[src/ckve_pkg.sv]
// -----------------------------------------------------------------------------
// ckve_pkg
// Shared types, constants and pitch helpers for the chord key voice engine.
// -----------------------------------------------------------------------------
package ckve_pkg;

   // Channel pool size default
   localparam int POOL_SIZE_DEF = 17;

   // Special codes
   localparam logic [2:0] NO_DEG   = 3'd7;
   localparam logic [4:0] NO_CH    = 5'd31;
   localparam logic [6:0] NO_PITCH = 7'd127;
   localparam logic [6:0] NOTE_CAP = 7'd96;

   // Operation codes
   localparam logic [1:0] OP_PRESS   = 2'd0;
   localparam logic [1:0] OP_RELEASE = 2'd1;
   localparam logic [1:0] OP_VOICING = 2'd2;

   // Voicing codes
   localparam logic [3:0] VC_FLIP3 = 4'd1;
   localparam logic [3:0] VC_MAJ7  = 4'd2;
   localparam logic [3:0] VC_SUS4  = 4'd3;
   localparam logic [3:0] VC_SIXTH = 4'd4;
   localparam logic [3:0] VC_AUG   = 4'd5;
   localparam logic [3:0] VC_DOM7  = 4'd6;
   localparam logic [3:0] VC_ADD9  = 4'd7;
   localparam logic [3:0] VC_SUS2  = 4'd8;

   // Register indexes
   localparam logic [1:0] CSR_TRANSPOSE  = 2'd0;
   localparam logic [1:0] CSR_OCTAVE     = 2'd1;
   localparam logic [1:0] CSR_INSTRUMENT = 2'd2;
   localparam logic [1:0] CSR_SINGLE     = 2'd3;

   typedef struct packed {
      logic [1:0] op;
      logic [2:0] degree;
      logic [3:0] voicing;
   } req_type;

   typedef struct packed {
      logic [4:0] channel;
      logic [6:0] note;
      logic       gate;
      logic [7:0] instrument_out;
      logic       last;
   } rsp_type;

   // Major scale step of a degree (degree 7 wraps to 0)
   function automatic logic [3:0] step_of(input logic [2:0] deg);
      logic [3:0] s;
      unique case (deg)
         3'd1:    s = 4'd2;
         3'd2:    s = 4'd4;
         3'd3:    s = 4'd5;
         3'd4:    s = 4'd7;
         3'd5:    s = 4'd9;
         3'd6:    s = 4'd11;
         default: s = 4'd0;
      endcase
      return s;
   endfunction

   // Number of chord voices for a voicing
   function automatic logic [2:0] voice_count(input logic [3:0] v);
      return (v == VC_MAJ7 || v == VC_DOM7 || v == VC_ADD9) ? 3'd4 : 3'd3;
   endfunction

   // Semitone offset of one chord voice
   function automatic logic [3:0] shape_off(input logic [2:0] deg, input logic [3:0] v,
                                            input logic [1:0] idx);
      logic       minor;
      logic [3:0] t1;
      logic [3:0] t2;
      logic [3:0] o;
      minor = (deg == 3'd1) || (deg == 3'd2) || (deg == 3'd5) || (deg == 3'd6);
      t1    = minor ? 4'd3 : 4'd4;
      t2    = (deg == 3'd6) ? 4'd6 : 4'd7;
      unique case (idx)
         2'd0: o = 4'd0;
         2'd1: begin
            if (v == VC_FLIP3)     o = (t1 == 4'd4) ? 4'd3 : 4'd4;
            else if (v == VC_SUS4) o = 4'd5;
            else if (v == VC_SUS2) o = 4'd2;
            else                   o = t1;
         end
         2'd2: begin
            if (v == VC_SIXTH)     o = 4'd9;
            else if (v == VC_AUG)  o = 4'd8;
            else                   o = t2;
         end
         default: begin
            if (v == VC_MAJ7)      o = 4'd11;
            else if (v == VC_DOM7) o = 4'd10;
            else if (v == VC_ADD9) o = 4'd14;
            else                   o = 4'd0;
         end
      endcase
      return o;
   endfunction

endpackage

[src/ckve_note_unit.sv]
// -----------------------------------------------------------------------------
// ckve_note_unit
// Shared pitch adder: base of a degree plus voice offset and octave lift,
// clamped to the note range.
// -----------------------------------------------------------------------------
module ckve_note_unit (
   input  logic [3:0] transpose,
   input  logic [2:0] octave_shift,
   input  logic [2:0] base_deg,
   input  logic [2:0] shape_deg,
   input  logic [3:0] voicing,
   input  logic [1:0] idx,
   input  logic [1:0] lift,
   input  logic       clamp_base,
   output logic [6:0] note
);
   import ckve_pkg::*;

   logic [2:0]        bdeg;
   logic [2:0]        sdeg;
   logic signed [9:0] os_ext;
   logic signed [9:0] base;
   logic signed [9:0] base_c;
   logic signed [9:0] k;

   assign bdeg   = (base_deg == NO_DEG) ? 3'd0 : base_deg;
   assign sdeg   = (shape_deg == NO_DEG) ? 3'd0 : shape_deg;
   assign os_ext = {{7{octave_shift[2]}}, octave_shift};

   // base = 36 + root + 12 * octave + scale step
   always_comb begin
      base   = 10'sd36 + $signed({6'd0, transpose}) + (os_ext <<< 3) + (os_ext <<< 2)
               + $signed({6'd0, step_of(bdeg)});
      base_c = (clamp_base && base < 10'sd1) ? 10'sd1 : base;
      k      = base_c + $signed({6'd0, shape_off(sdeg, voicing, idx)})
               + $signed({5'd0, lift, 3'd0}) + $signed({6'd0, lift, 2'd0});
      if (k > $signed({3'd0, NOTE_CAP})) note = NOTE_CAP;
      else if (k < 10'sd0)               note = 7'd0;
      else                               note = k[6:0];
   end

endmodule

[config.mk]
export PLATFORM = sky130hd
export DESIGN_NAME = ckve_note_unit
export DESIGN_NICKNAME = d
export VERILOG_FILES = /design/src/ckve_pkg.sv /design/src/ckve_note_unit.sv
export SDC_FILE = /design/constraint.sdc
export NUM_CORES = 1
export LEC_CHECK = 0
export ABC_CLOCK_PERIOD_IN_PS = 10120
export BUFFER_PORTS_ARGS = -buffer_cell sky130_fd_sc_hd__buf_4
export CAP_MARGIN = 25
export CORE_MARGIN = 3
export CORE_UTILIZATION = 30
export DETAILED_ROUTE_END_ITERATION = 6
export GPL_ROUTABILITY_DRIVEN = 0
export PLACE_DENSITY = 0.49
export SLEW_MARGIN = 20
export SYNTH_ARGS = -nofsm -noshare
export SYNTH_HDL_FRONTEND = slang
export SYNTH_SLANG_ARGS = --single-unit
export TNS_END_PERCENT = 5
[constraint.sdc]
create_clock -name vclk -period 10.12
set_input_delay 1.012 -clock vclk [all_inputs]
set_output_delay 1.012 -clock vclk [all_outputs]
set_load 0.1 [all_outputs]
# Word-level counts from Yosys, hierarchy flattened

Index checks and enable logic that the tools add are counted.

Logic and storage cells: 56
Input port bits: 22
Bits in registers: 0
Output and inout bits: 7

Equality and inequality tests: 23
Reductions and logical operators: 5
Order comparisons: 3
Add/sub/neg operators: 7
Mux-type cells: 18

Operators by type and width:

| kind                                                                             | number |
|---|---|
| 10-bit by 5-bit adder with 10-bit output                                         | 3 |
| 3-bit == test, second input constant                                             | 8 |
| 4-bit case mux with 6 select lines                                               | 1 |
| 3-bit 2-to-1 mux                                                                 | 7 |
| 4-bit 2-to-1 mux                                                                 | 5 |
| 4-bit by 3-bit == test with 1-bit output, second input constant                  | 4 |
| 7-bit 2-to-1 mux                                                                 | 2 |
| 4-bit case mux with 3 select lines                                               | 1 |
| 10-bit by 6-bit adder with 10-bit output                                         | 1 |
| 9-bit by 5-bit adder with 10-bit output                                          | 1 |
| 10-bit by 8-bit greater-than comparator with 1-bit output, second input constant | 1 |
| 10-bit by 1-bit < comparator with 1-bit output, second input constant            | 1 |
| 10-bit by 2-bit < comparator with 1-bit output, second input constant            | 1 |
| 10-bit 2-to-1 mux                                                                | 1 |
| 8-bit by 6-bit adder with 9-bit output                                           | 1 |
| 3-bit by 2-bit == test with 1-bit output, second input constant                  | 3 |
| 4-bit by 2-bit == test with 1-bit output, second input constant                  | 2 |
| 6-bit by 4-bit adder with 7-bit output, first input constant                     | 1 |
| 3-bit by 1-bit == test with 1-bit output, second input constant                  | 2 |
| 4-bit by 1-bit == test with 1-bit output, second input constant                  | 1 |
| 4-bit == test, second input constant                                             | 1 |
| 1-bit logical OR                                                                 | 3 |
| 2-bit by 1-bit == test with 1-bit output, second input constant                  | 1 |
| 2-bit == test, second input constant                                             | 1 |
| other kinds (3)                                                                  | 3 |

# Longest topological paths before layout

Gate-level depths: netlist of the first run.

Word-level depth: 17
Mapped depth: 27
Mapped depth without buffers: 26

# Worst setup path after synthesis of the first run

Ideal clock, no wire load.

Kind: input port to output port
From: input port transpose[2]
To: output port note[6]
Arrival time: 8.170 ns
Buffers on the path: 0
Stages on the path: 22
Setup slack: 0.938 ns
Data required time: 9.108 ns
Cell sequence: ha_1 > inv_1 > fa_1 > fa_1 > inv_1 > fa_1 > a211o_2 > nand2_1 > xor2_1 > nand4_1 > o211a_1 > nand2_1 > fa_1 > fa_1 > fa_1 > nand2b_1 > a21oi_1 > o221ai_1 > nor3_2 > xnor2_1 > a21o_2 > a32oi_1

Longest elaborated chain between the ends: 13
Elaborated cells on any way between the ends: 14
Those cells by class: add/sub (7); order compare (3); mux (3); reduce/logical (1)

RTL lines:

| item                                           | RTL line             | source |
|---|---|---|
| from (decl)                                    | ckve_note_unit.sv:7  | `input logic [3:0] transpose,` |
| 6-bit by 4-bit adder with 7-bit output (*)     | ckve_note_unit.sv:32 | `base = 10'sd36 + $signed({6'd0, transpose}) + (os_ext <<< 3) + (os_ext <<< 2)` |
| 8-bit by 6-bit adder with 9-bit output (*)     | ckve_note_unit.sv:32 |  |
| 9-bit by 5-bit adder with 10-bit output (*)    | ckve_note_unit.sv:32 |  |
| 10-bit by 5-bit adder with 10-bit output (*)   | ckve_note_unit.sv:33 | `+ $signed({6'd0, step_of(bdeg)});` |
| 10-bit by 2-bit < comparator with 1-bit output | ckve_note_unit.sv:34 | `base_c = (clamp_base && base < 10'sd1) ? 10'sd1 : base;` |
| 1-bit logical AND                              | ckve_note_unit.sv:34 |  |
| 10-bit 2-to-1 mux (*)                          | ckve_note_unit.sv:34 |  |
| 10-bit by 5-bit adder with 10-bit output (*)   | ckve_note_unit.sv:35 | `k = base_c + $signed({6'd0, shape_off(sdeg, voicing, idx)})` |
| 10-bit by 6-bit adder with 10-bit output (*)   | ckve_note_unit.sv:36 | `+ $signed({5'd0, lift, 3'd0}) + $signed({6'd0, lift, 2'd0});` |
| 10-bit by 5-bit adder with 10-bit output (*)   | ckve_note_unit.sv:36 |  |
| 10-bit by 1-bit < comparator with 1-bit output | ckve_note_unit.sv:38 | `else if (k < 10'sd0) note = 7'd0;` |
| 7-bit 2-to-1 mux                               | ckve_note_unit.sv:38 |  |
| 7-bit 2-to-1 mux (*)                           | ckve_note_unit.sv:37 | `if (k > $signed({3'd0, NOTE_CAP})) note = NOTE_CAP;` |
| to (decl)                                      | ckve_note_unit.sv:15 | `output logic [6:0] note` |

Mark *: on every way between the ends. The rest lies on a longest branch, timed or not.

# Worst setup path after layout of the first run

From: input port transpose[2]
To: output port note[5]

The elaborated chain is that of the path after synthesis.

==> flow_metrics.env, run 1 <==
export IMPL_first_pass_iters=4
export IMPL_drt_iter0_drc=33
export IMPL_cts_resized=0
export IMPL_fin_crit_sh_pct=84.9
export IMPL_die_x_um=75.4
export IMPL_hold_path_class="input port to output pin"
export IMPL_dpl_cell_count=265
export IMPL_setup_violations=0
export IMPL_rsz0062_at_grt="false"
export IMPL_max_freq_ghz=0.116
export IMPL_nClkBuffers=0
export IMPL_grt_util_all_layers_pct=11.1
export IMPL_antennaDiodeCount=0
export IMPL_drive_above_1_share_pct=21.6
export IMPL_syn_area_um2=1440
export IMPL_synth_seq_area_share_pct=0
export IMPL_nNetsFinal=272
export IMPL_area_growth_pct=18.5
export IMPL_nFlopsAndLatches=0
export IMPL_grt_pass1_vias=1183
export IMPL_antenna_found_initial=0
export IMPL_wl_um=3070
export IMPL_setup_tns_ps=0
export IMPL_critPathTopFamily="adder cells"
export IMPL_setup_worst_path_end_class="output pin"
export IMPL_worstPathRequired_ps=9110
export IMPL_grt_pass1_wl_um=5220
export IMPL_worst_setup_path_start_kind="input port"
export IMPL_synth_nets=243
export IMPL_slowest_stage="fa_1"
export IMPL_start_util_pct=32.1
export IMPL_ios=29
export IMPL_die_h_um=75.4
export IMPL_dp_hpwl_um=2710
export IMPL_slew_violations=0
export IMPL_crit_fanout=6
export IMPL_stdcell_count=265
export IMPL_worstSetupPathType="input port to output pin"
export IMPL_maxSlewHeadroom_pct=55.3
export IMPL_worst_pin_slew_ps=664
export IMPL_synth_cell_types=45
export IMPL_drc_errors=0
export IMPL_critPathMostFrequentCell="fa_1"
export IMPL_power_leakage_uw=0.000871
export IMPL_wl_per_cell_um=11.6
export IMPL_fin_crit_ps=8590
export IMPL_outcome="completed"
export IMPL_nFillCells=475
export IMPL_globalRouteOverflowTotal=0
export IMPL_placementRows=24
export IMPL_port_buffers=29
export IMPL_grt_max_degree=13
export IMPL_register_area_um2=0
export IMPL_multi_input_area_um2=1350
export IMPL_dieArea_um2=5680
export IMPL_hold_viol=0
export IMPL_critPathArrivalTime_ps=7580
export IMPL_crit_buf_inv=4
export IMPL_avgSynthCellArea_um2=7.76
export IMPL_vias=1330
export IMPL_via_per_inst=5.02
export IMPL_path_cells="buf_4 > ha_1 > inv_1 > fa_1 > fa_1 > inv_1 > fa_1 > a211o_2 > nand2_1 > xor2_1 > nand4_1 > o211a_1 > nand2_1 > fa_1 > fa_1 > fa_1 > nand2b_1 > a21oi_1 > o221ai_1 > nor3_2 > xnor2_1 > a21o_2 > a32oi_1 > buf_4"
export IMPL_ir_drop_mv=0.282
export IMPL_ys_warn_count=0
export IMPL_ant_nets=0
export IMPL_drv_cap=0
export IMPL_ctsHoldBuffers=0
export IMPL_power_density_nw_per_um2=247
export IMPL_netlist_instances=186
export IMPL_slowest_delay_ps=550
export IMPL_cts_setup_buffers=0
export IMPL_coreArea_um2=4500
## cell families (layout without fill, tap and decap cells)
family / count (synthesis) / after routing / synth area share (%)
AOI/OAI and AO/OA: 45 / 45 / 23.1
xor gates and xnor gates: 9 / 9 / 5.98
adders and majority gates: 35 / 35 / 35.0
buffers and inverters: 24 / 51 / 6.85
muxes: 5 / 5 / 3.81
and+or+nand+nor: 68 / 68 / 25.2
## report_power, final
part / internal [uW] / leakage (uW) / switching [uW]
sequential: 0 / 0 / 0
clock: 0 / 0 / 0
combinational: 131 / 0.000871 / 292
total: 131 / 0.000871 / 292
## path summary, 6_finish.rpt
| check | from | end | slack, ps | cells past startpoint |
|---|---|---|---|---|
| max | transpose[2] | note[5] | 1530 | 24 |
| min | octave_shift[2] | note[5] | 2690 | 5 |
## per-layer routing
metal / vias up / track usage [%] / wire length, um
met4: 0 / 0 / 0
met3: 0 / 0.660 / 120
li1: 713 / - / -
met5: - / 0 / 0
met1: 598 / 17.3 / 1640
met2: 19 / 18.0 / 1310
## per-stage QoR
step	hold slack, ps	setup WS [ps]	power (uW)	cell area (um^2)	utilization (%)
after floorplan	2590	938	347	1440	-
after global placement	2700	1420	429	1710	38.0
after detailed placement	2690	1470	425	1710	38.0
after CTS	2690	1440	427	1710	38.0
after global routing	2750	1020	468	1710	38.0
final	2690	1530	422	1710	38.0
## cell type report
class / instances / share of cell area (%)
timing repair buffer: 29 / 12.7
tap: 52 / 3.80
multi-input combinational: 162 / 78.6
inverter: 22 / 4.83
## cells in the mapped netlist, types with 2 or more instances
master    count  area [um^2]
inv_1        22         82.6
a32oi_1       2         17.5
nor3b_1       4         30.0
nor2_1       18         67.6
a21oi_1       8         40.0
a31oi_1       2         12.5
fa_1          9          180
a211oi_1      3         22.5
o31ai_1       3         22.5
nor4_1        3         18.8
mux2_2        4         45.0
nand3_1       3         15.0
and2_1        3         18.8
ha_1         26          325
xnor2_1       4         35.0
xor2_1        4         35.0
nand2_1      19         71.3
o21ai_0      10         50.1
or2_2         3         18.8
a21o_1        5         37.5
nand2b_1      7         43.8
## layout by cell type (no fill, tap or decap), drive strengths merged, types with 2 or more instances in the layout
cell	count
nand2	19
mux2	4
a21o	6
nand3	3
or2	3
a211oi	3
xnor2	5
nor2	18
nand2b	7
o21ai	11
xor2	4
inv	22
nor3b	5
buf	29
nor4	3
a31oi	3
a21oi	8
fa	9
a32oi	2
o31ai	3
and2	3
ha	26
(Power assumes the default switching activity.)
==> inputs of run 2 (changes only) <==
Settings changed: ABC_CLOCK_PERIOD_IN_PS 10120 to 8500.
Clock period 10.12 ns to 8.5 ns, I/O delays scaled along.
==> run 2 against run 1 <==
Compared with the run above:
- critical path depth unchanged
- largest power group unchanged
- wire length down 1.1%
- cell area up 2.9%
- sequential share of layout area unchanged
- clock-buffer cell count unchanged
==> flow_metrics.env, run 2 (synthesis gave the netlist of run 1 again) <==
export IMPL_hold_viol=0
export IMPL_multi_input_area_um2=1370
export IMPL_dpl_cell_count=266
export IMPL_power_density_nw_per_um2=293
export IMPL_ir_drop_mv=0.324
export IMPL_worst_pin_slew_ps=486
export IMPL_coreArea_um2=4500
export IMPL_worst_setup_path_start_kind="input port"
export IMPL_first_pass_iters=4
export IMPL_fin_crit_sh_pct=95.0
export IMPL_max_freq_ghz=0.124
export IMPL_maxSlewHeadroom_pct=67.3
export IMPL_antennaDiodeCount=0
export IMPL_post_route_util_pct=39.1
export IMPL_wl_um=3030
export IMPL_power_frac_clock_pct=0
export IMPL_nFlopsAndLatches=0
export IMPL_start_util_pct=32.1
export IMPL_die_x_um=75.4
export IMPL_setup_ws_ps=423
export IMPL_switching_share_pct=68.2
export IMPL_whs_ps=2330
export IMPL_drive_above_1_share_pct=24.2
export IMPL_grt_max_degree=13
export IMPL_globalRouteOverflowTotal=0
export IMPL_wl_per_cell_um=11.4
export IMPL_final_common_cell="buf_4"
export IMPL_stdcell_area_um2=1760
export IMPL_ant_nets=0
export IMPL_nNetsFinal=274
export IMPL_worstSetupPathType="input port to output pin"
export IMPL_rsz0062_at_grt="false"
export IMPL_drv_cap=0
export IMPL_register_area_um2=0
export IMPL_power_leakage_uw=0.000885
export IMPL_p_seq_share_pct=0
export IMPL_antenna_found_initial=0
export IMPL_nFillCells=508
export IMPL_drt_iter0_drc=25
export IMPL_port_buffers=29
export IMPL_dp_hpwl_um=2690
export IMPL_p_int_uw=164
export IMPL_p_sw_uw=352
export IMPL_die_h_um=75.4
export IMPL_via_per_inst=5.02
export IMPL_pwr_share_comb_pct=100.0
export IMPL_critPathArrivalTime_ps=7230
export IMPL_grt_pass1_wl_um=5020
export IMPL_vias=1340
export IMPL_fin_crit_ps=8080
export IMPL_drc_errors=0
export IMPL_dieArea_um2=5680
export IMPL_nClkBuffers=0
export IMPL_stdcell_count=267
export IMPL_outcome="completed"
export IMPL_crit_fanout=6
export IMPL_placementRows=24
export IMPL_setup_worst_path_end_class="output pin"
export IMPL_grt_pass1_vias=1193
export IMPL_area_growth_pct=21.8
export IMPL_grt_util_all_layers_pct=10.6
export IMPL_post_place_ws_ps=204
export IMPL_slew_violations=0
export IMPL_placed_area_um2=1730
export IMPL_final_cell_mix="buf_4 (29), ha_1 (26), inv_1 (22), nand2_1 (19), nor2_1 (18)"
export IMPL_worstPathRequired_ps=7650
export IMPL_hold_path_class="input port to output pin"
export IMPL_ios=29
export IMPL_setup_violations=0
export IMPL_ctsHoldBuffers=0
run 2: critical path, cell delays in order:
cell	delay (ps)
buf_4	110
ha_1	280
inv_1	60
fa_1	430
fa_1	550
inv_1	70
fa_1	520
a211o_2	400
a31oi_4	240
xnor2_2	130
nand4b_4	210
o211a_4	300
nand2_1	90
fa_1	440
fa_1	550
fa_1	450
nand2b_1	210
a21oi_2	170
o221ai_1	150
nor3_2	200
xnor2_1	130
a21o_2	220
a32oi_1	230
buf_6	260
run 2: power groups by stage:
stage	clock, uW	sequential (uW)	combinational [uW]
3_5_place_dp	0	0	511
4_1_cts	0	0	513
5_1_grt	0	0	564
3_3_place_gp	0	0	512
6_report	0	0	515
2_1_floorplan	0	0	416
run 2: layout make-up:
cell class / instances / area share [%]
Inverter: 22 / 4.69
Timing Repair Buffer: 31 / 13.7
Tap cell: 52 / 3.70
Multi-Input combinational cell: 162 / 78.0
run 2: path summary, 6_finish.rpt:
| check | start | endpoint | slack, ps | cells after the start |
|---|---|---|---|---|
| worst max-delay path | transpose[2] | note[5] | 420 | 24 |
| worst min-delay path | octave_shift[2] | note[6] | 2330 | 5 |
run 2: layer usage:
layer | global-route usage, % | vias up | wire length (um)
met5 | 0 | - | 0
li1 | - | 719 | -
met3 | 0 | 0 | 93
met2 | 18.8 | 16 | 1370
met4 | 0 | 0 | 0
met1 | 15.5 | 605 | 1570
run 2: what timing repair did:
item,CTS,global route
endpoints found under the setup margin,0,7
gates resized for setup,0,5
buffers inserted,0,1
run 2: through the flow:
stage / total power [uW] / TNS, ps
2_1_floorplan: 416 / -251
3_3_place_gp: 512 / 0
3_5_place_dp: 511 / 0
4_1_cts: 513 / 0
5_1_grt: 564 / 0
6_report: 515 / 0
